==> src/tfrm_pkg.sv <==
// Shared types, codes and constants for the TFTP reply matcher.
// Used by the config register file, the core and the top level.
`default_nettype none

package tfrm_pkg;

  // Wait timer width.
  localparam int TIMER_WIDTH = 32;

  // Widths of the configuration port.
  localparam int CFG_IDX_W  = 2;
  localparam int CFG_DATA_W = 32;

  typedef logic [TIMER_WIDTH-1:0] timer_t;

  // Largest timer value, held in 64 bits so it can be compared with a load value.
  localparam logic [63:0] TIMER_MAX64 = (TIMER_WIDTH >= 64) ? {64{1'b1}} :
                                        ((64'd1 << TIMER_WIDTH) - 64'd1);

  // Configuration register indexes.
  typedef enum logic [CFG_IDX_W-1:0] {
    REG_MAX_RETRIES   = 2'd0,
    REG_TIMEOUT_TICKS = 2'd1,
    REG_BLOCK_SIZE    = 2'd2
  } cfg_reg_t;

  // Reset values of the configuration registers.
  localparam logic [7:0]  MAX_RETRIES_RST   = 8'd5;
  localparam logic [31:0] TIMEOUT_TICKS_RST = 32'd1000000;
  localparam logic [15:0] BLOCK_SIZE_RST    = 16'd512;

  // Input commands.
  typedef enum logic [2:0] {
    CMD_START     = 3'd0,
    CMD_TICK      = 3'd1,
    CMD_RECV      = 3'd2,
    CMD_SEND_FAIL = 3'd3,
    CMD_RECV_FAIL = 3'd4,
    CMD_WAIT_ERR  = 3'd5
  } cmd_t;

  // Result status codes.
  typedef enum logic [2:0] {
    ST_WAIT     = 3'd0,
    ST_OK       = 3'd1,
    ST_RETX     = 3'd2,
    ST_GAVE_UP  = 3'd3,
    ST_PEER_ERR = 3'd4,
    ST_NO_CONN  = 3'd5,
    ST_SEND_ERR = 3'd6,
    ST_WAIT_ERR = 3'd7
  } status_t;

  // TFTP opcodes and the error code taken as success.
  localparam logic [15:0] OP_RRQ          = 16'd1;
  localparam logic [15:0] OP_WRQ          = 16'd2;
  localparam logic [15:0] OP_DATA         = 16'd3;
  localparam logic [15:0] OP_ACK          = 16'd4;
  localparam logic [15:0] OP_ERROR        = 16'd5;
  localparam logic [15:0] OP_OACK         = 16'd6;
  localparam logic [15:0] ERR_UNKNOWN_TID = 16'd5;

  // Header overhead added to the block size for the length check.
  localparam logic [16:0] HDR_BYTES = 17'd4;

  // Saturation value of the retry count.
  localparam logic [7:0] RETRY_MAX = 8'hFF;

  // One input item.
  typedef struct packed {
    logic [2:0]  cmd;
    logic [15:0] sent_opcode;
    logic [15:0] sent_block;
    logic        last_packet;
    logic [15:0] recv_length;
    logic [15:0] recv_opcode;
    logic [15:0] recv_word;
    logic        conn_reset;
  } item_t;

  // One result item.
  typedef struct packed {
    logic [2:0] status;
    logic [7:0] retries_used;
  } result_t;

  // Configuration seen by the core.
  typedef struct packed {
    logic [7:0]  max_retries;
    logic [31:0] timeout_ticks;
    logic [15:0] block_size;
  } cfg_t;

endpackage

`default_nettype wire

==> src/tfrm_if.sv <==
// Valid/ready channel interfaces for the TFTP reply matcher.
// Depends on nothing; payload widths follow the item and result fields.
`default_nettype none

// Input channel: one event or received packet header per transfer.
interface tfrm_in_if;
  logic        valid;
  logic        ready;
  logic [2:0]  cmd;
  logic [15:0] sent_opcode;
  logic [15:0] sent_block;
  logic        last_packet;
  logic [15:0] recv_length;
  logic [15:0] recv_opcode;
  logic [15:0] recv_word;
  logic        conn_reset;

  modport source (
    output valid, cmd, sent_opcode, sent_block, last_packet,
           recv_length, recv_opcode, recv_word, conn_reset,
    input  ready
  );
  modport sink (
    input  valid, cmd, sent_opcode, sent_block, last_packet,
           recv_length, recv_opcode, recv_word, conn_reset,
    output ready
  );
endinterface

// Result channel: one status per transfer.
interface tfrm_out_if;
  logic       valid;
  logic       ready;
  logic [2:0] status;
  logic [7:0] retries_used;

  modport source (output valid, status, retries_used, input ready);
  modport sink   (input valid, status, retries_used, output ready);
endinterface

`default_nettype wire

==> src/tfrm_cfg.sv <==
// Configuration register file of the TFTP reply matcher.
// Depends on tfrm_pkg for register indexes, reset values and cfg_t.
`default_nettype none

module tfrm_cfg (
  input  wire logic                          clk,
  input  wire logic                          rst_n,
  input  wire logic                          cfg_we,
  input  wire logic [tfrm_pkg::CFG_IDX_W-1:0]  cfg_index,
  input  wire logic [tfrm_pkg::CFG_DATA_W-1:0] cfg_wdata,
  output tfrm_pkg::cfg_t                     cfg
);

  logic [7:0]  max_retries_r,   max_retries_nxt;
  logic [31:0] timeout_ticks_r, timeout_ticks_nxt;
  logic [15:0] block_size_r,    block_size_nxt;

  // Write decode; an index past the last register is dropped.
  always_comb begin
    max_retries_nxt   = max_retries_r;
    timeout_ticks_nxt = timeout_ticks_r;
    block_size_nxt    = block_size_r;
    if (cfg_we) begin
      unique case (cfg_index)
        tfrm_pkg::REG_MAX_RETRIES:   max_retries_nxt   = cfg_wdata[7:0];
        tfrm_pkg::REG_TIMEOUT_TICKS: timeout_ticks_nxt = cfg_wdata[31:0];
        tfrm_pkg::REG_BLOCK_SIZE:    block_size_nxt    = cfg_wdata[15:0];
        default: ;
      endcase
    end
  end

  // Register storage.
  always_ff @(posedge clk) begin
    if (!rst_n) begin
      max_retries_r   <= tfrm_pkg::MAX_RETRIES_RST;
      timeout_ticks_r <= tfrm_pkg::TIMEOUT_TICKS_RST;
      block_size_r    <= tfrm_pkg::BLOCK_SIZE_RST;
    end else begin
      max_retries_r   <= max_retries_nxt;
      timeout_ticks_r <= timeout_ticks_nxt;
      block_size_r    <= block_size_nxt;
    end
  end

  assign cfg.max_retries   = max_retries_r;
  assign cfg.timeout_ticks = timeout_ticks_r;
  assign cfg.block_size    = block_size_r;

endmodule

`default_nettype wire

==> src/tfrm_core.sv <==
// Exchange state and combinational evaluation of one item of the reply matcher.
// Depends on tfrm_pkg for item, result and config types and the TFTP codes.
`default_nettype none

module tfrm_core (
  input  wire logic        clk,
  input  wire logic        rst_n,
  input  wire logic        advance,
  input  wire tfrm_pkg::item_t item,
  input  wire tfrm_pkg::cfg_t  cfg,
  output tfrm_pkg::result_t result
);

  logic                 awaiting_r,  awaiting_nxt;
  logic [15:0]          held_op_r,   held_op_nxt;
  logic [15:0]          held_blk_r,  held_blk_nxt;
  logic [7:0]           retry_r,     retry_nxt;
  tfrm_pkg::timer_t     timer_r,     timer_nxt;

  tfrm_pkg::timer_t     load_val;
  logic                 too_big;
  logic                 oversize;
  logic                 reply_ok;
  logic [15:0]          next_blk;
  logic [7:0]           retry_inc;
  tfrm_pkg::status_t    status;

  // Timer load value, saturated to what the timer can hold.
  assign too_big  = {32'd0, cfg.timeout_ticks} > tfrm_pkg::TIMER_MAX64;
  assign load_val = too_big ? '1 : tfrm_pkg::timer_t'(cfg.timeout_ticks);

  // Length check against block size plus the header.
  assign oversize = {1'b0, item.recv_length} > ({1'b0, cfg.block_size} + tfrm_pkg::HDR_BYTES);

  // Expected DATA block after an ACK wraps at 65536.
  assign next_blk = held_blk_r + 16'd1;

  // Does the reply fit the opcode that was sent?
  always_comb begin
    case (held_op_r)
      tfrm_pkg::OP_RRQ:  reply_ok = (item.recv_opcode == tfrm_pkg::OP_OACK) ||
                                    (item.recv_opcode == tfrm_pkg::OP_DATA);
      tfrm_pkg::OP_WRQ:  reply_ok = (item.recv_opcode == tfrm_pkg::OP_OACK) ||
                                    (item.recv_opcode == tfrm_pkg::OP_ACK);
      tfrm_pkg::OP_DATA: reply_ok = (item.recv_opcode == tfrm_pkg::OP_ACK) &&
                                    (item.recv_word == held_blk_r);
      tfrm_pkg::OP_ACK:  reply_ok = (item.recv_opcode == tfrm_pkg::OP_DATA) &&
                                    (item.recv_word == next_blk);
      tfrm_pkg::OP_OACK: reply_ok = ((item.recv_opcode == tfrm_pkg::OP_ACK) &&
                                     (item.recv_word == 16'd0)) ||
                                    (item.recv_opcode == tfrm_pkg::OP_DATA);
      default:           reply_ok = 1'b0;
    endcase
  end

  // Retry count after one more expiry, saturating.
  assign retry_inc = (retry_r == tfrm_pkg::RETRY_MAX) ? retry_r : retry_r + 8'd1;

  // Next state and status for the item at the head of the pipeline.
  always_comb begin
    awaiting_nxt = awaiting_r;
    held_op_nxt  = held_op_r;
    held_blk_nxt = held_blk_r;
    retry_nxt    = retry_r;
    timer_nxt    = timer_r;
    status       = tfrm_pkg::ST_WAIT;
    unique case (item.cmd)
      tfrm_pkg::CMD_START: begin
        held_op_nxt  = item.sent_opcode;
        held_blk_nxt = item.sent_block;
        retry_nxt    = 8'd0;
        if (item.last_packet) begin
          awaiting_nxt = 1'b0;
          status       = tfrm_pkg::ST_OK;
        end else begin
          awaiting_nxt = 1'b1;
          timer_nxt    = load_val;
        end
      end
      tfrm_pkg::CMD_TICK: begin
        if (awaiting_r) begin
          if (timer_r > tfrm_pkg::timer_t'(1)) begin
            timer_nxt = timer_r - tfrm_pkg::timer_t'(1);
          end else begin
            retry_nxt = retry_inc;
            if (retry_inc >= cfg.max_retries) begin
              timer_nxt    = '0;
              awaiting_nxt = 1'b0;
              status       = tfrm_pkg::ST_GAVE_UP;
            end else begin
              timer_nxt = load_val;
              status    = tfrm_pkg::ST_RETX;
            end
          end
        end
      end
      tfrm_pkg::CMD_RECV: begin
        if (awaiting_r && !oversize) begin
          if (item.recv_opcode == tfrm_pkg::OP_ERROR) begin
            awaiting_nxt = 1'b0;
            status = (item.recv_word == tfrm_pkg::ERR_UNKNOWN_TID) ?
                     tfrm_pkg::ST_OK : tfrm_pkg::ST_PEER_ERR;
          end else if (reply_ok) begin
            awaiting_nxt = 1'b0;
            status       = tfrm_pkg::ST_OK;
          end
        end
      end
      tfrm_pkg::CMD_SEND_FAIL: begin
        awaiting_nxt = 1'b0;
        status       = tfrm_pkg::ST_SEND_ERR;
      end
      tfrm_pkg::CMD_RECV_FAIL: begin
        if (awaiting_r && item.conn_reset) begin
          awaiting_nxt = 1'b0;
          status       = tfrm_pkg::ST_NO_CONN;
        end
      end
      tfrm_pkg::CMD_WAIT_ERR: begin
        awaiting_nxt = 1'b0;
        status       = tfrm_pkg::ST_WAIT_ERR;
      end
      default: ;
    endcase
  end

  // State moves only when the item is handed to the result register.
  always_ff @(posedge clk) begin
    if (!rst_n) begin
      awaiting_r <= 1'b0;
      held_op_r  <= '0;
      held_blk_r <= '0;
      retry_r    <= '0;
      timer_r    <= '0;
    end else if (advance) begin
      awaiting_r <= awaiting_nxt;
      held_op_r  <= held_op_nxt;
      held_blk_r <= held_blk_nxt;
      retry_r    <= retry_nxt;
      timer_r    <= timer_nxt;
    end
  end

  assign result.status       = status;
  assign result.retries_used = retry_nxt;

endmodule

`default_nettype wire

==> src/tftp_reply_matcher_retransmit.sv <==
// Top level of the TFTP reply matcher with retransmit timer.
// Depends on tfrm_pkg, tfrm_in_if, tfrm_out_if, tfrm_cfg and tfrm_core.
//
// Usage:
//   in_chan carries events and received packet headers (start, tick, packet
//   received, send failed, receive failed, wait error). out_chan returns
//   exactly one status and retry count for every input transfer, in order.
//   The cfg_ port writes max_retries, timeout_ticks and block_size; write
//   it only while no item is in flight.
// Path: an accepted item is held in the input register, evaluated from
//   there, and its result is stored in the result register, from which the
//   receiver takes it.
// Throughput: one item per cycle while out_chan is ready; the input register
//   directly feeds the state update and result register, which advance together.
// Reset: rst_n (synchronous) empties both registers, clears the exchange
//   state and loads the configuration defaults.
// Stall: while out_chan is held, the result register holds its item and the
//   input register can still take one more item; in_chan.ready drops only
//   when both are full.
`default_nettype none

module tftp_reply_matcher_retransmit (
  input  wire logic                            clk,
  input  wire logic                            rst_n,
  tfrm_in_if.sink                              in_chan,
  tfrm_out_if.source                           out_chan,
  input  wire logic                            cfg_we,
  input  wire logic [tfrm_pkg::CFG_IDX_W-1:0]  cfg_index,
  input  wire logic [tfrm_pkg::CFG_DATA_W-1:0] cfg_wdata
);

  tfrm_pkg::cfg_t    cfg;
  tfrm_pkg::item_t   item_r;
  tfrm_pkg::result_t res;
  tfrm_pkg::result_t res_r;
  logic              in_valid_r;
  logic              out_valid_r;
  logic              advance;
  logic              in_xfer;

  tfrm_cfg u_cfg (
    .clk       (clk),
    .rst_n     (rst_n),
    .cfg_we    (cfg_we),
    .cfg_index (cfg_index),
    .cfg_wdata (cfg_wdata),
    .cfg       (cfg)
  );

  // The head item moves on when the result register is free or being drained.
  assign advance       = in_valid_r && (!out_valid_r || out_chan.ready);
  assign in_chan.ready = !in_valid_r || advance;
  assign in_xfer       = in_chan.valid && in_chan.ready;

  // Input register.
  always_ff @(posedge clk) begin
    if (!rst_n) begin
      in_valid_r <= 1'b0;
    end else if (in_chan.ready) begin
      in_valid_r <= in_chan.valid;
    end
  end

  always_ff @(posedge clk) begin
    if (in_xfer) begin
      item_r.cmd         <= in_chan.cmd;
      item_r.sent_opcode <= in_chan.sent_opcode;
      item_r.sent_block  <= in_chan.sent_block;
      item_r.last_packet <= in_chan.last_packet;
      item_r.recv_length <= in_chan.recv_length;
      item_r.recv_opcode <= in_chan.recv_opcode;
      item_r.recv_word   <= in_chan.recv_word;
      item_r.conn_reset  <= in_chan.conn_reset;
    end
  end

  tfrm_core u_core (
    .clk     (clk),
    .rst_n   (rst_n),
    .advance (advance),
    .item    (item_r),
    .cfg     (cfg),
    .result  (res)
  );

  // Result register.
  always_ff @(posedge clk) begin
    if (!rst_n) begin
      out_valid_r <= 1'b0;
    end else if (advance) begin
      out_valid_r <= 1'b1;
    end else if (out_chan.ready) begin
      out_valid_r <= 1'b0;
    end
  end

  always_ff @(posedge clk) begin
    if (advance) begin
      res_r <= res;
    end
  end

  assign out_chan.valid        = out_valid_r;
  assign out_chan.status       = res_r.status;
  assign out_chan.retries_used = res_r.retries_used;

  // A retransmit always follows at least one counted timeout.
  a_retx_counts: assert property (@(posedge clk) disable iff (!rst_n)
    (out_valid_r && (res_r.status == tfrm_pkg::ST_RETX)) |-> (res_r.retries_used != 8'd0))
    else $error("retransmit reported with zero retries");

  // Input back-pressure only when both registers are full and the output stalls.
  a_ready_cause: assert property (@(posedge clk) disable iff (!rst_n)
    !in_chan.ready |-> (in_valid_r && out_valid_r && !out_chan.ready))
    else $error("input stalled without a full pipeline");

  // An evaluated item always lands in the result register.
  a_advance_loads: assert property (@(posedge clk) disable iff (!rst_n)
    advance |=> out_valid_r)
    else $error("evaluated item lost before the result register");

endmodule

`default_nettype wire

==> src/flat_wrapper.sv <==
// flat-port wrapper written by rule: the top's interface ports become plain ports
module tftp_reply_matcher_retransmit_flat 
  (clk, rst_n, cfg_we, cfg_index, cfg_wdata, in_chan_valid, in_chan_cmd, in_chan_sent_opcode, in_chan_sent_block, in_chan_last_packet, in_chan_recv_length, in_chan_recv_opcode, in_chan_recv_word, in_chan_conn_reset, in_chan_ready, out_chan_valid, out_chan_status, out_chan_retries_used, out_chan_ready);
  tfrm_in_if in_chan_i ();
  tfrm_out_if out_chan_i ();
  input  wire logic clk;
  input  wire logic rst_n;
  input  wire logic cfg_we;
  input  wire logic [tfrm_pkg::CFG_IDX_W-1:0] cfg_index;
  input  wire logic [tfrm_pkg::CFG_DATA_W-1:0] cfg_wdata;
  input wire logic [$bits(in_chan_i.valid)-1:0] in_chan_valid;
  input wire logic [$bits(in_chan_i.cmd)-1:0] in_chan_cmd;
  input wire logic [$bits(in_chan_i.sent_opcode)-1:0] in_chan_sent_opcode;
  input wire logic [$bits(in_chan_i.sent_block)-1:0] in_chan_sent_block;
  input wire logic [$bits(in_chan_i.last_packet)-1:0] in_chan_last_packet;
  input wire logic [$bits(in_chan_i.recv_length)-1:0] in_chan_recv_length;
  input wire logic [$bits(in_chan_i.recv_opcode)-1:0] in_chan_recv_opcode;
  input wire logic [$bits(in_chan_i.recv_word)-1:0] in_chan_recv_word;
  input wire logic [$bits(in_chan_i.conn_reset)-1:0] in_chan_conn_reset;
  output wire logic [$bits(in_chan_i.ready)-1:0] in_chan_ready;
  output wire logic [$bits(out_chan_i.valid)-1:0] out_chan_valid;
  output wire logic [$bits(out_chan_i.status)-1:0] out_chan_status;
  output wire logic [$bits(out_chan_i.retries_used)-1:0] out_chan_retries_used;
  input wire logic [$bits(out_chan_i.ready)-1:0] out_chan_ready;
  assign in_chan_i.valid = in_chan_valid;
  assign in_chan_i.cmd = in_chan_cmd;
  assign in_chan_i.sent_opcode = in_chan_sent_opcode;
  assign in_chan_i.sent_block = in_chan_sent_block;
  assign in_chan_i.last_packet = in_chan_last_packet;
  assign in_chan_i.recv_length = in_chan_recv_length;
  assign in_chan_i.recv_opcode = in_chan_recv_opcode;
  assign in_chan_i.recv_word = in_chan_recv_word;
  assign in_chan_i.conn_reset = in_chan_conn_reset;
  assign in_chan_ready = in_chan_i.ready;
  assign out_chan_valid = out_chan_i.valid;
  assign out_chan_status = out_chan_i.status;
  assign out_chan_retries_used = out_chan_i.retries_used;
  assign out_chan_i.ready = out_chan_ready;
  tftp_reply_matcher_retransmit u_core (.clk(clk), .rst_n(rst_n), .in_chan(in_chan_i), .out_chan(out_chan_i), .cfg_we(cfg_we), .cfg_index(cfg_index), .cfg_wdata(cfg_wdata));
endmodule
==> config.mk <==
export PLATFORM = sky130hd
export DESIGN_NAME = tftp_reply_matcher_retransmit_flat
export DESIGN_NICKNAME = d
export VERILOG_FILES = /design/src/tfrm_pkg.sv /design/src/tfrm_if.sv /design/src/tfrm_cfg.sv /design/src/tfrm_core.sv /design/src/tftp_reply_matcher_retransmit.sv /design/src/flat_wrapper.sv
export SDC_FILE = /design/constraint.sdc
export NUM_CORES = 1
export LEC_CHECK = 0
export BUFFER_PORTS_ARGS = -buffer_cell sky130_fd_sc_hd__buf_2
export CAP_MARGIN = 25
export CORE_UTILIZATION = 40
export DETAILED_ROUTE_END_ITERATION = 10
export PLACE_DENSITY = 0.59
export SLEW_MARGIN = 10
export SYNTH_ARGS = -nofsm -noshare
export SYNTH_HDL_FRONTEND = slang
export SYNTH_SLANG_ARGS = --single-unit
==> constraint.sdc <==
create_clock -name clk -period 3.3 [get_ports clk]
set_clock_uncertainty 0.15 [all_clocks]
set_input_delay 0 -clock clk [delete_from_list [all_inputs] [get_ports clk]]
set_output_delay 0 -clock clk [all_outputs]
set_load 0.05 [all_outputs]
# Yosys cells after proc, flatten, opt, wreduce, memory -nomap -nowiden

Cells that the tools add are included.

Flip-flop bits (word level): 227
Bits of input ports: 124
Output and inout port bits: 13
Word-level logic and storage cells: 111

$add $sub $neg: 4
Order comparisons: 3
Equal/unequal tests: 25
Muxes and demuxes: 31
Reductions and logical operators: 28

Operator list:

| operator                                             | count |
|---|---|
| 2-to-1 mux 32 bit                                    | 4 |
| == test 16 x 3 -> 1 bit (second input constant)      | 6 |
| one-hot mux 32 bit (2 select lines)                  | 1 |
| == test 16 x 2 -> 1 bit (second input constant)      | 3 |
| == test 16 bit                                       | 2 |
| > comparator 32 x 1 -> 1 bit (second input constant) | 1 |
| subtractor 32 x 1 -> 32 bit (second input constant)  | 1 |
| 2-to-1 mux 8 bit                                     | 3 |
| one-hot mux 3 bit (6 select lines)                   | 1 |
| adder 16 x 3 -> 17 bit (second input constant)       | 1 |
| > comparator 16 x 17 -> 1 bit                        | 1 |
| adder 16 x 1 -> 16 bit (second input constant)       | 1 |
| == test 16 x 1 -> 1 bit (second input constant)      | 1 |
| zero test 16 bit                                     | 1 |
| one-hot mux 8 bit (2 select lines)                   | 1 |
| 2-to-1 mux 1 bit                                     | 13 |
| 2-to-1 mux 3 bit                                     | 4 |
| one-hot mux 1 bit (5 select lines)                   | 2 |
| adder 8 x 1 -> 8 bit (second input constant)         | 1 |
| == test 8 bit (second input constant)                | 1 |
| greater-or-equal comparator 8 bit                    | 1 |
| != test 2 bit (second input constant)                | 4 |
| AND reduction 2 bit                                  | 4 |
| logical AND 1 bit                                    | 7 |
| other kinds (16)                                     | 26 |

# Longest topological paths before layout

Gate-level depths: netlist of run 1.

Depth after elaboration: 8
Mapped depth: 15
Depth with buffers taken out: 13

# Cells and area by module

Synthesis of run 1 repeated with hierarchy kept, for this count alone.

Cells, all modules: 1080
Area, all modules: 10651.5 um^2

Modules (own cells, without submodules):

| module                        | instances | cells each | area each (um^2) |
|---|---|---|---|
| tfrm_core                     | 1         | 748        | 5422.7 |
| tftp_reply_matcher_retransmit | 1         | 105        | 2986.6 |
| tfrm_cfg                      | 1         | 227        | 2242.2 |

# Least setup slack after synthesis of run 1

Ideal clock, no wire load.

Kind: reg2reg
Start point: register u_core.out_valid_r (netlist: u_core.out_chan.valid)
End point: register u_core.item_r[0] in the netlist's numbering, enable pin
Library setup time: 0.453 ns
Arrival: 3.122 ns
Setup slack: -0.425 ns
Cell stages (with the launch flop): 4
Clock period less this slack: 3.725 ns
Path through: dfxtp_1 nor2b_1 nand2_1 and2_1

Longest elaborated chain between the ends: 5

Ends and longest elaborated chain:

| element                  | RTL line                            | source |
|---|---|---|
| start, declared          | tftp_reply_matcher_retransmit.sv:37 | `logic out_valid_r;` |
| start signal, assigned   | tftp_reply_matcher_retransmit.sv:89 | `out_valid_r <= 1'b0;` |
| start signal, assigned   | tftp_reply_matcher_retransmit.sv:91 | `out_valid_r <= 1'b1;` |
| start signal, assigned   | tftp_reply_matcher_retransmit.sv:93 | `out_valid_r <= 1'b0;` |
| zero test 1 bit          | tftp_reply_matcher_retransmit.sv:51 | `assign advance = in_valid_r && (!out_valid_r \|\| out_chan.ready);` |
| logical OR 1 bit         | tftp_reply_matcher_retransmit.sv:51 |  |
| logical AND 1 bit        | tftp_reply_matcher_retransmit.sv:51 |  |
| logical OR 1 bit         | tftp_reply_matcher_retransmit.sv:52 | `assign in_chan.ready = !in_valid_r \|\| advance;` |
| named net in_chan_ready  | flat_wrapper.sv:20                  | `output wire logic [$bits(in_chan_i.ready)-1:0] in_chan_ready;` |
| logical AND 1 bit        | tftp_reply_matcher_retransmit.sv:53 | `assign in_xfer = in_chan.valid && in_chan.ready;` |
| named net u_core.in_xfer | tftp_reply_matcher_retransmit.sv:39 | `logic in_xfer;` |
| end, declared            | tftp_reply_matcher_retransmit.sv:33 | `tfrm_pkg::item_t item_r;` |

The timed path passes the listed nets, and every way through them passes these cells.
A chain may end at the register's enable or synchronous reset.

==> flow_summary_export.csv, run 1 <==
group,metric,value,unit
worst_hold_path,holdPathStages,2,
run,drv_cap,0,
sta,rsz0062_at_grt,"true",
worst_setup_path,reg2reg_from,"u_core.u_cfg.block_size_r[6]",
synthesis,synth_seq_cells,227,
routing,finalWirelength,27.79,mm
routing,firstDrtPassIters,4,
synthesis,async_flop_share,0,
placed_design,io_buffers,136,
routing,avgViaCountPerCell,5.163,
die,fp.dieH,164.6,µm
sta,report.final.setup_viol,0,
grt,antenna_found_initial,0,
routing,dr.first_iter.drc_count,510,
synthesis,synthTopCellsByArea,"edfxtp_1 (27%), dfxtp_1 (25%), nand2_1 (7.7%), a21boi_0 (5.3%), ha_1 (3.4%)",
pwr,leakagePower,5.398,nW
run_status,status,"complete, no violations",
pwr,ir_worst_vdd,0.4988,mV
pwr,p_per_area,460.4,nW/µm²
worst_setup_path,worstPathRequired,3.41,ns
grt,track_usage,0.2060,
worst_setup_path,max_stage_delay,0.34,ns
cells_and_area,final_core_util,0.5489,
worst_setup_path,critPathBufInv,0,
worst_setup_path,cp-end-kind,"register",
clocking,cts_buffers,25,
synthesis,synth_top_area_frac,0.2726,
cells_and_area,area_growth,34.85,%
worst_setup_path,path_depth,13,
grt,grt_start_max_net_pins,67,
sta,finalCriticalPeriod,3.119,ns
sta,tightestPinTransition,0.6583,ns
clocking,insertion_delay,0.52,ns
grt,grt_pass1_wl,44.64,mm
worst_setup_path,reg2reg_to,"u_core.out_chan.status[0]",
grt,grt_pass1_vias,8947,
cells_and_area,antenna_cells,0,
die,start_util,0.4070,
worst_setup_path,path_max_fanout,4,
clocking,clockBufferDepth,3,
placed_design,gp_congestion,0.8921,
clocking,root_buffer,"clkbuf_16",
clocking,cts.sinks,227,
sta,slew_headroom,0.5611,
cells_and_area,fin_area,14260,µm²
die,dieWidth,164.6,µm
routing,drtAntennaViolNets,0,
placed_design,dpl_cell_area,11810,µm²
worst_setup_path,crit_type,"register to register",
die,ios,137,
synthesis,synth_ff_type,"dfxtp_1",
sta,period_share,0.9451,
synthesis,ys_warn_count,0,
cells_and_area,drive_above_1_share,0.1692,
clocking,clk_pin_slew,0.06,ns
die,dieArea,27090,µm²
sta,fmax,320.6,MHz
cells_and_area,layout_common_cells,"nand2_1 (218), dlygate4sd3_1 (161), buf_2 (136), dfxtp_1 (131), edfxtp_1 (96)",
synthesis,yosys.cell_types.count,65,
routing,via_count,9144,
clocking,h-tree-depth,1,
clocking,tritoncts,"yes",
placed_design,dpl.hpwl,17.75,mm
routing,routedWlPerCell,15.69,µm
grt,grt_overflow,0,
synthesis,syn-num-nets,1267,
synthesis,synth-edff-count,96,
worst_setup_path,path_delay_family,"simple AND/OR/NAND/NOR gates",
sta,whs,0.03901,ns
worst_setup_path,path_cells,"and4_1 -> and3_2 -> and4_4 -> nand3_1 -> xor2_1 -> ha_1 -> nand4_1 -> nor2_1 -> o41a_1 -> a2111oi_4 -> o21ai_2 -> nor3_1 -> a211o_1",
synthesis,synthCells,1114,
cells_and_area,final_nets,1572,
synthesis,synth_area_per_cell,9.494,µm²
worst_hold_path,hold_path.class,"primary input to register",
sta,drv_slew,0,
worst_setup_path,crit_path_start,"u_core.u_cfg.block_size_r[6]",
worst_setup_path,slowest_stage,"ha_1",
cells_and_area,mostFrequentLayoutCell,"nand2_1",
worst_setup_path,start_kind,"register",
worst_setup_path,ff2ff_setup_slack,0.18,ns
worst_setup_path,critPathCapture,"u_core.out_chan.status[0]",
die,rows,59,
synthesis,ys_seq_area_frac,0.5205,
worst_setup_path,crit_arrival,3.23,ns
synthesis,synth_area,10580,µm²
worst_setup_path,reg2regPathDepth,13,
die,core,25980,µm²
synthesis,synth_top_area_cell,"edfxtp_1",
sta,finalHoldViolCount,0,
routing,drc,0,
[metal layers]
metal / GRT usage / up-vias / wire, µm
met5: 0 / - / 0
met4: 0.06422 / 0 / 743
met3: 0.02587 / 50 / 1069
met2: 0.3671 / 212 / 13740
met1: 0.2578 / 4286 / 12240
li1: - / 4596 / -
[where the power goes]
part / switching, mW / leakage [nW] / internal (mW) / total, mW
combinational: 0.357 / 3.01 / 0.345 / 0.702
clock: 1.10 / 0.389 / 1.66 / 2.76
sequential: 0.0652 / 2.00 / 3.04 / 3.11
[timing repair]
action	CTS	global route
hold buffers	161	0
endpoints found under the hold margin	190	0
setup buffers	0	0
gates resized for setup	0	11
endpoints found under the setup margin	0	33
[final cells by class]
class                   count  area (µm²)
well taps                 335       419.2
clock inverters             5       76.32
inverters                  23       86.33
clock buffers              39       728.2
repair buffers            341        2648
fillers                  2331       11720
multi-input cells         801        4800
flip-flops and latches    227        5505
[per-stage QoR]
step,total power [mW],std cells,setup WS [ns],TNS [ns]
after floorplan,3.502,1114,0.08984,0
after global placement,3.721,1566,0.1581,0
after detailed placement,3.725,1566,0.1092,0
after CTS,6.606,1771,0.07214,0
after global routing,6.800,1771,-0.05324,-0.05568
final,6.566,1771,0.1813,0
[flip-flops by register name, indices dropped and copies added (netlist names)]
name                          count
u_core.u_core.held_op_r          16
u_core.item_r                    85
u_core.u_cfg.timeout_ticks_r     32
u_core.out_chan.status            3
u_core.u_core.timer_r            32
u_core.u_core.awaiting_r          1
u_core.u_core.held_blk_r         16
u_core.u_cfg.max_retries_r        8
u_core.out_chan.retries_used      8
u_core.u_core.retry_r             8
u_core.u_cfg.block_size_r        16
u_core.out_chan.valid             1
u_core.in_valid_r                 1
[cell usage after synthesis, drive strengths merged (9+ instances only)]
cell type,count
nor4,25
xor2,36
nor2,66
nand4,19
nand3,35
nor3,28
o21ai,65
xnor2,15
a21boi,77
ha,29
inv,23
edfxtp,96
a221oi,13
a21oi,51
nand2,218
nor2b,15
dfxtp,131
clkbuf,58
or4,9
[worst min-delay path by stage]
stage	startpoint	to
floorplan	in_chan_conn_reset	u_core.item_r[0]
global placement	in_chan_sent_block[0]	u_core.item_r[50]
detailed placement	in_chan_recv_word[3]	u_core.item_r[4]
CTS	in_chan_recv_opcode[15]	u_core.item_r[32]
global route	in_chan_sent_opcode[7]	u_core.item_r[73]
finish	in_chan_recv_length[2]	u_core.item_r[35]
[cell families after synthesis]
group	share of synthesized area
mux	0.002011
simple gates	0.2074
compound gates	0.1627
fa+ha+maj	0.03431
xor+xnor	0.04223
buf+inv	0.03088
flops	0.5205
(Power assumes the default switching activity.)
==> inputs of run 2 (changes only) <==
--- a/config.mk
+++ b/config.mk
@@ -8,7 +8,7 @@
 export BUFFER_PORTS_ARGS = -buffer_cell sky130_fd_sc_hd__buf_2
 export CAP_MARGIN = 25
-export CORE_UTILIZATION = 40
+export CORE_UTILIZATION = 41
 export DETAILED_ROUTE_END_ITERATION = 10
-export PLACE_DENSITY = 0.59
+export PLACE_DENSITY = 0.6
 export SLEW_MARGIN = 10
 export SYNTH_ARGS = -nofsm -noshare
==> constraint.sdc (replaced) <==
create_clock -name clk -period 3.3 [get_ports clk]
set_clock_uncertainty 0.15 [all_clocks]
set_input_delay 0.66 -clock clk [delete_from_list [all_inputs] [get_ports clk]]
set_output_delay 0.66 -clock clk [all_outputs]
set_load 0.05 [all_outputs]
==> flow_summary_export.csv, run 2 (same netlist as run 1, synthesis figures left out) <==
group,metric,value,unit
run_status,status,"complete, no violations",
grt,globalRouteMet2Util,0.3256,
sta,finalHoldViolCount,0,
cells_and_area,area_growth,18.89,%
worst_setup_path,reg2reg_from,"u_core.u_cfg.block_size_r[6]",
worst_setup_path,cp-end-kind,"register",
clocking,insertion_delay,0.51,ns
cells_and_area,final_core_util,0.4979,
pwr,p_sw,1.465,mW
clocking,tritoncts,"yes",
worst_setup_path,crit_arrival,3.22,ns
worst_setup_path,path_delay_family,"simple AND/OR/NAND/NOR gates",
routing,routedWlPerCell,15.77,µm
cells_and_area,layout_common_cells,"nand2_1 (218), buf_2 (136), dfxtp_1 (131), edfxtp_1 (96), a21boi_0 (75)",
worst_setup_path,ff2ff_setup_slack,0.20,ns
worst_setup_path,slowest_stage,"dfxtp_1",
placed_design,io_buffers,136,
grt,grt_start_max_net_pins,53,
die,fp.dieH,162.6,µm
grt,track_usage,0.1912,
worst_setup_path,path_depth,13,
grt,grt_pass1_wl,40.69,mm
routing,firstDrtPassIters,5,
die,core,25250,µm²
grt,top_usage_layer,"met2",
grt,grt_overflow,0,
pwr,leakagePower,4.728,nW
cells_and_area,reg.largest.list,"u_core.item_r (85), u_core.u_cfg.timeout_ticks_r (32), u_core.u_core.timer_r (32)",
pwr,p_per_area,491.9,nW/µm²
cells_and_area,fin_area,12570,µm²
cells_and_area,regMostFlops,"u_core.item_r",
die,ios,137,
pwr,power,6.186,mW
worst_setup_path,start_kind,"register",
sta,fin_tns_setup,0,ns
die,dieWidth,162.6,µm
die,dieArea,26440,µm²
die,rows,58,
clocking,clk_pin_slew,0.06,ns
routing,drc,0,
routing,finalWirelength,25.34,mm
grt,grt_pass1_vias,8044,
worst_hold_path,hold_path.class,"primary input to register",
placed_design,dpl_cell_area,11840,µm²
sta,whs,0.1663,ns
clocking,cts.sinks,227,
routing,via_count,8399,
placed_design,gp_congestion,0.8535,
cells_and_area,final_nets,1412,
sta,report.final.setup_viol,0,
grt,met3_usage,0.03641,
worst_setup_path,path_max_fanout,4,
cells_and_area,fillers,2383,
routing,avgViaCountPerCell,5.227,
routing,drtAntennaViolNets,0,
worst_setup_path,reg2reg_to,"u_core.out_chan.status[0]",
clocking,postCtsSetupRepairBufs,0,
sta,fmax,322.3,MHz
worst_setup_path,critPathCapture,"u_core.out_chan.status[0]",
pwr,pwr-share-seq,0.502,
sta,rsz0062_at_grt,"false",
pwr,combPwrFrac,0.091,
sta,drv_slew,0,
routing,dr.first_iter.drc_count,500,
clocking,root_buffer,"clkbuf_16",
clocking,h-tree-depth,1,
cells_and_area,mostFrequentLayoutCell,"nand2_1",
pwr,p_sw_frac,0.2368,
clocking,clockBufferDepth,3,
worst_setup_path,max_stage_delay,0.32,ns
worst_setup_path,worstPathRequired,3.42,ns
pwr,power.share.clock,0.407,
sta,tightestPinTransition,0.8588,ns
clocking,cts_buffers,25,
grt,gr-usage-met1,0.2461,
cells_and_area,largest_register_ffs,85,
pwr,ir_worst_vdd,0.4244,mV
pwr,p_int,4.721,mW
placed_design,dpl.hpwl,18.01,mm
sta,finalCriticalPeriod,3.103,ns
cells_and_area,drive_above_1_share,0.1857,
grt,antenna_found_initial,4,
worst_setup_path,crit_type,"register to register",
worst_setup_path,reg2regPathDepth,13,
worst_setup_path,critPathBufInv,0,
worst_setup_path,crit_top_cell,"and4_1",
run,drv_cap,0,
worst_setup_path,crit_path_start,"u_core.u_cfg.block_size_r[6]",
sta,slew_headroom,0.4254,
die,start_util,0.4188,
sta,period_share,0.9402,
worst_setup_path,path_cells,"and4_1 -> and3_1 -> and4_1 -> nand3_1 -> xor2_1 -> ha_1 -> nand4_1 -> nor2_1 -> a41oi_1 -> o21ai_0 -> o21ai_1 -> nor3_1 -> a211o_1",
run 2: cell types whose count changed in the layout (fill, tap and decap cells not counted), sizes merged:
cell / before / now
diode: 0 / 1
bufinv: 2 / 0
buf: 180 / 181
clkinv: 2 / 4
dlygate4sd3: 161 / 0
inv: 23 / 24
clkbuf: 39 / 38
run 2: what timing repair did:
| action | 4_1_cts | 5_1_grt |
|---|---|---|
| setup endpoints to repair | 0 | 3 |
| gates resized for setup | 0 | 4 |
| hold buffers | 0 | 0 |
run 2: per-layer routing:
metal  up-vias  wire (µm)
li1       4285          -
met1      3877      11530
met2       182      12030
met3        49       1132
met4         6        611
met5         -         41
run 2: worst min-delay path by stage:
stage,start,cells past startpoint,to,slack (ns)
finish,in_chan_recv_length[13],1,u_core.item_r[46],0.17
global route,in_chan_recv_length[12],1,u_core.item_r[45],0.14
CTS,in_chan_recv_length[13],1,u_core.item_r[46],0.14
detailed placement,u_core.u_core.held_op_r[7],2,u_core.u_core.held_op_r[7],0.31
global placement,u_core.u_core.held_op_r[9],2,u_core.u_core.held_op_r[9],0.30
floorplan,u_core.u_cfg.timeout_ticks_r[19],2,u_core.u_cfg.timeout_ticks_r[19],0.29
run 2: power groups by stage:
| stage | clock (mW) | sequential [mW] | combinational [mW] |
|---|---|---|---|
| global route | 2.70 | 3.12 | 0.625 |
| CTS | 2.59 | 3.11 | 0.565 |
| floorplan | 0 | 3.17 | 0.330 |
| global placement | 0 | 3.17 | 0.559 |
| detailed placement | 0 | 3.17 | 0.562 |
| finish | 2.51 | 3.11 | 0.563 |
run 2: area by class of cell:
type,instances,area [µm²],area share
repair buffers,181,1069,0.08497
flip-flops and latches,227,5505,0.4378
inverters,23,86.33,0.006866
clock buffers,38,694.4,0.05522
diodes,1,2.502,0.0001990
well taps,330,412.9,0.03284
multi-input cells,801,4771,0.3794
clock inverters,6,33.78,0.002687
run 2: metrics by stage:
stage                     worst slack [ns]  instances
after floorplan                    0.08984       1114
after global placement              0.2215       1562
after detailed placement            0.1704       1562
after CTS                           0.1508       1606
after global routing               0.01716       1607
final                               0.1973       1607
==> inputs of run 3 (changes only) <==
MAX_ROUTING_LAYER = met4   (was not set)
==> flow_summary_export.csv, run 3 (same netlist as run 1, synthesis figures left out) <==
group,metric,value,unit
run_status,status,"complete, no violations",
worst_hold_path,holdPathStages,1,
clocking,clk_pin_slew,0.06,ns
sta,slew_headroom,0.5461,
grt,track_usage,0.2021,
grt,top_usage_layer,"met2",
sta,worst_slack,0.2281,ns
routing,dr.first_iter.drc_count,508,
sta,fmax,325.5,MHz
placed_design,io_buffers,136,
clocking,h-tree-depth,1,
die,start_util,0.4188,
run,drv_cap,0,
grt,antenna_found_initial,6,
cells_and_area,fin_area,12790,µm²
clocking,cts.sinks,227,
routing,via_count,8524,
routing,finalWirelength,25.58,mm
worst_hold_path,hold_path.class,"primary input to register",
routing,avgViaCountPerCell,5.255,
cells_and_area,area_growth,20.92,%
worst_setup_path,crit_type,"register to register",
worst_setup_path,crit_arrival,3.20,ns
pwr,leakagePower,4.833,nW
clocking,cts_buffers,26,
pwr,power,6.628,mW
die,ios,137,
grt,grt_pass1_wl,41.67,mm
placed_design,dp_cells,1566,
sta,finalHoldViolCount,0,
worst_setup_path,cp-end-kind,"register",
placed_design,place_ws,0.1645,ns
placed_design,dpl_cell_area,11840,µm²
routing,drtAntennaViolNets,0,
cells_and_area,regMostFlops,"u_core.item_r",
grt,met3_usage,0.03692,
sta,finalCriticalPeriod,3.072,ns
worst_setup_path,start_kind,"register",
pwr,p_per_area,518.3,nW/µm²
routing,drc,0,
worst_setup_path,reg2regPathDepth,13,
clocking,insertion_delay,0.54,ns
clocking,tritoncts,"yes",
sta,period_share,0.9309,
grt,grt_overflow,0,
grt,grt_pass1_vias,8104,
cells_and_area,largest_register_ffs,85,
cells_and_area,reg.largest.list,"u_core.item_r (85), u_core.u_cfg.timeout_ticks_r (32), u_core.u_core.timer_r (32)",
cells_and_area,final_nets,1419,
placed_design,dpl.hpwl,18.16,mm
sta,report.final.setup_viol,0,
die,dieArea,26440,µm²
cells_and_area,drive_above_1_share,0.1998,
die,fp.dieH,162.6,µm
worst_setup_path,path_max_fanout,4,
clocking,root_buffer,"clkbuf_16",
die,dieWidth,162.6,µm
cells_and_area,layout_common_cells,"nand2_1 (218), buf_2 (136), dfxtp_1 (131), edfxtp_1 (96), a21boi_0 (75)",
cells_and_area,fillers,2398,
sta,tightestPinTransition,0.6808,ns
die,rows,58,
cells_and_area,mostFrequentLayoutCell,"nand2_1",
pwr,ir_worst_vdd,0.4039,mV
clocking,hold_buffers,0,
grt,globalRouteMet2Util,0.3337,
routing,routedWlPerCell,15.77,µm
sta,drv_slew,0,
die,core,25250,µm²
worst_setup_path,worstPathRequired,3.43,ns
grt,grt_start_max_net_pins,52,
clocking,clockBufferDepth,3,
grt,gr-usage-met1,0.2518,
sta,whs,0.1431,ns
placed_design,gp_congestion,0.8767,
cells_and_area,final_cell_count_no_fill,1622,
routing,firstDrtPassIters,5,
run 3: stage by stage:
stage	setup TNS (ns)	utilization
after floorplan	0	-
after global placement	0	0.4689
after global routing	-0.02514	0.5064
final	0	0.5064
after detailed placement	0	0.4689
after CTS	0	0.5037
run 3: layout make-up:
cell class / count / area, µm² / share of cell area
Antenna cell: 6 / 15.01 / 0.001174
Clock inverter: 12 / 171.4 / 0.01340
Clock buffer: 36 / 708.2 / 0.05538
Sequential cell: 227 / 5505 / 0.4305
Multi-Input combinational cell: 801 / 4801 / 0.3754
Timing Repair Buffer: 187 / 1089 / 0.08512
Inverter: 23 / 86.33 / 0.006751
Tap cell: 330 / 412.9 / 0.03229
run 3: routing by layer:
layer  share of wire  vias up  wire length (µm)
li1                -     4319                 -
met3           0.051       42              1305
met4           0.022        0               554
met1            0.45     3947             11440
met2            0.48      216             12280
met5               0        -                 0
run 3: what timing repair did:
action	CTS	global route
gates resized for setup	0	13
endpoints found under the setup margin	0	20
buffers inserted	0	1
run 3: worst max-delay path, stage by stage (launching register included):
cell	delay, ns
dfxtp_1	0.34
and4_4	0.24
and3_4	0.20
and4_4	0.23
nand3_1	0.12
xor2_1	0.18
ha_1	0.30
nand4_1	0.10
nor2_1	0.14
o41a_1	0.19
a2111oi_2	0.05
o21ai_1	0.22
nor3_1	0.08
a211o_1	0.27
run 3: worst paths after layout:
check	from	end	slack, ns
setup / recovery	u_core.u_cfg.block_size_r[7]	u_core.out_chan.status[0]	0.23
setup reg to reg	u_core.u_cfg.block_size_r[7]	u_core.out_chan.status[0]	0.23
hold reg to reg	u_core.u_core.held_op_r[9]	u_core.u_core.held_op_r[9]	0.31
hold / removal	in_chan_recv_length[4]	u_core.item_r[37]	0.14
run 3: report_power, final:
group / switching (mW) / internal [mW]
clock: 1.14 / 1.81
sequential: 0.0652 / 3.04
combinational: 0.328 / 0.239
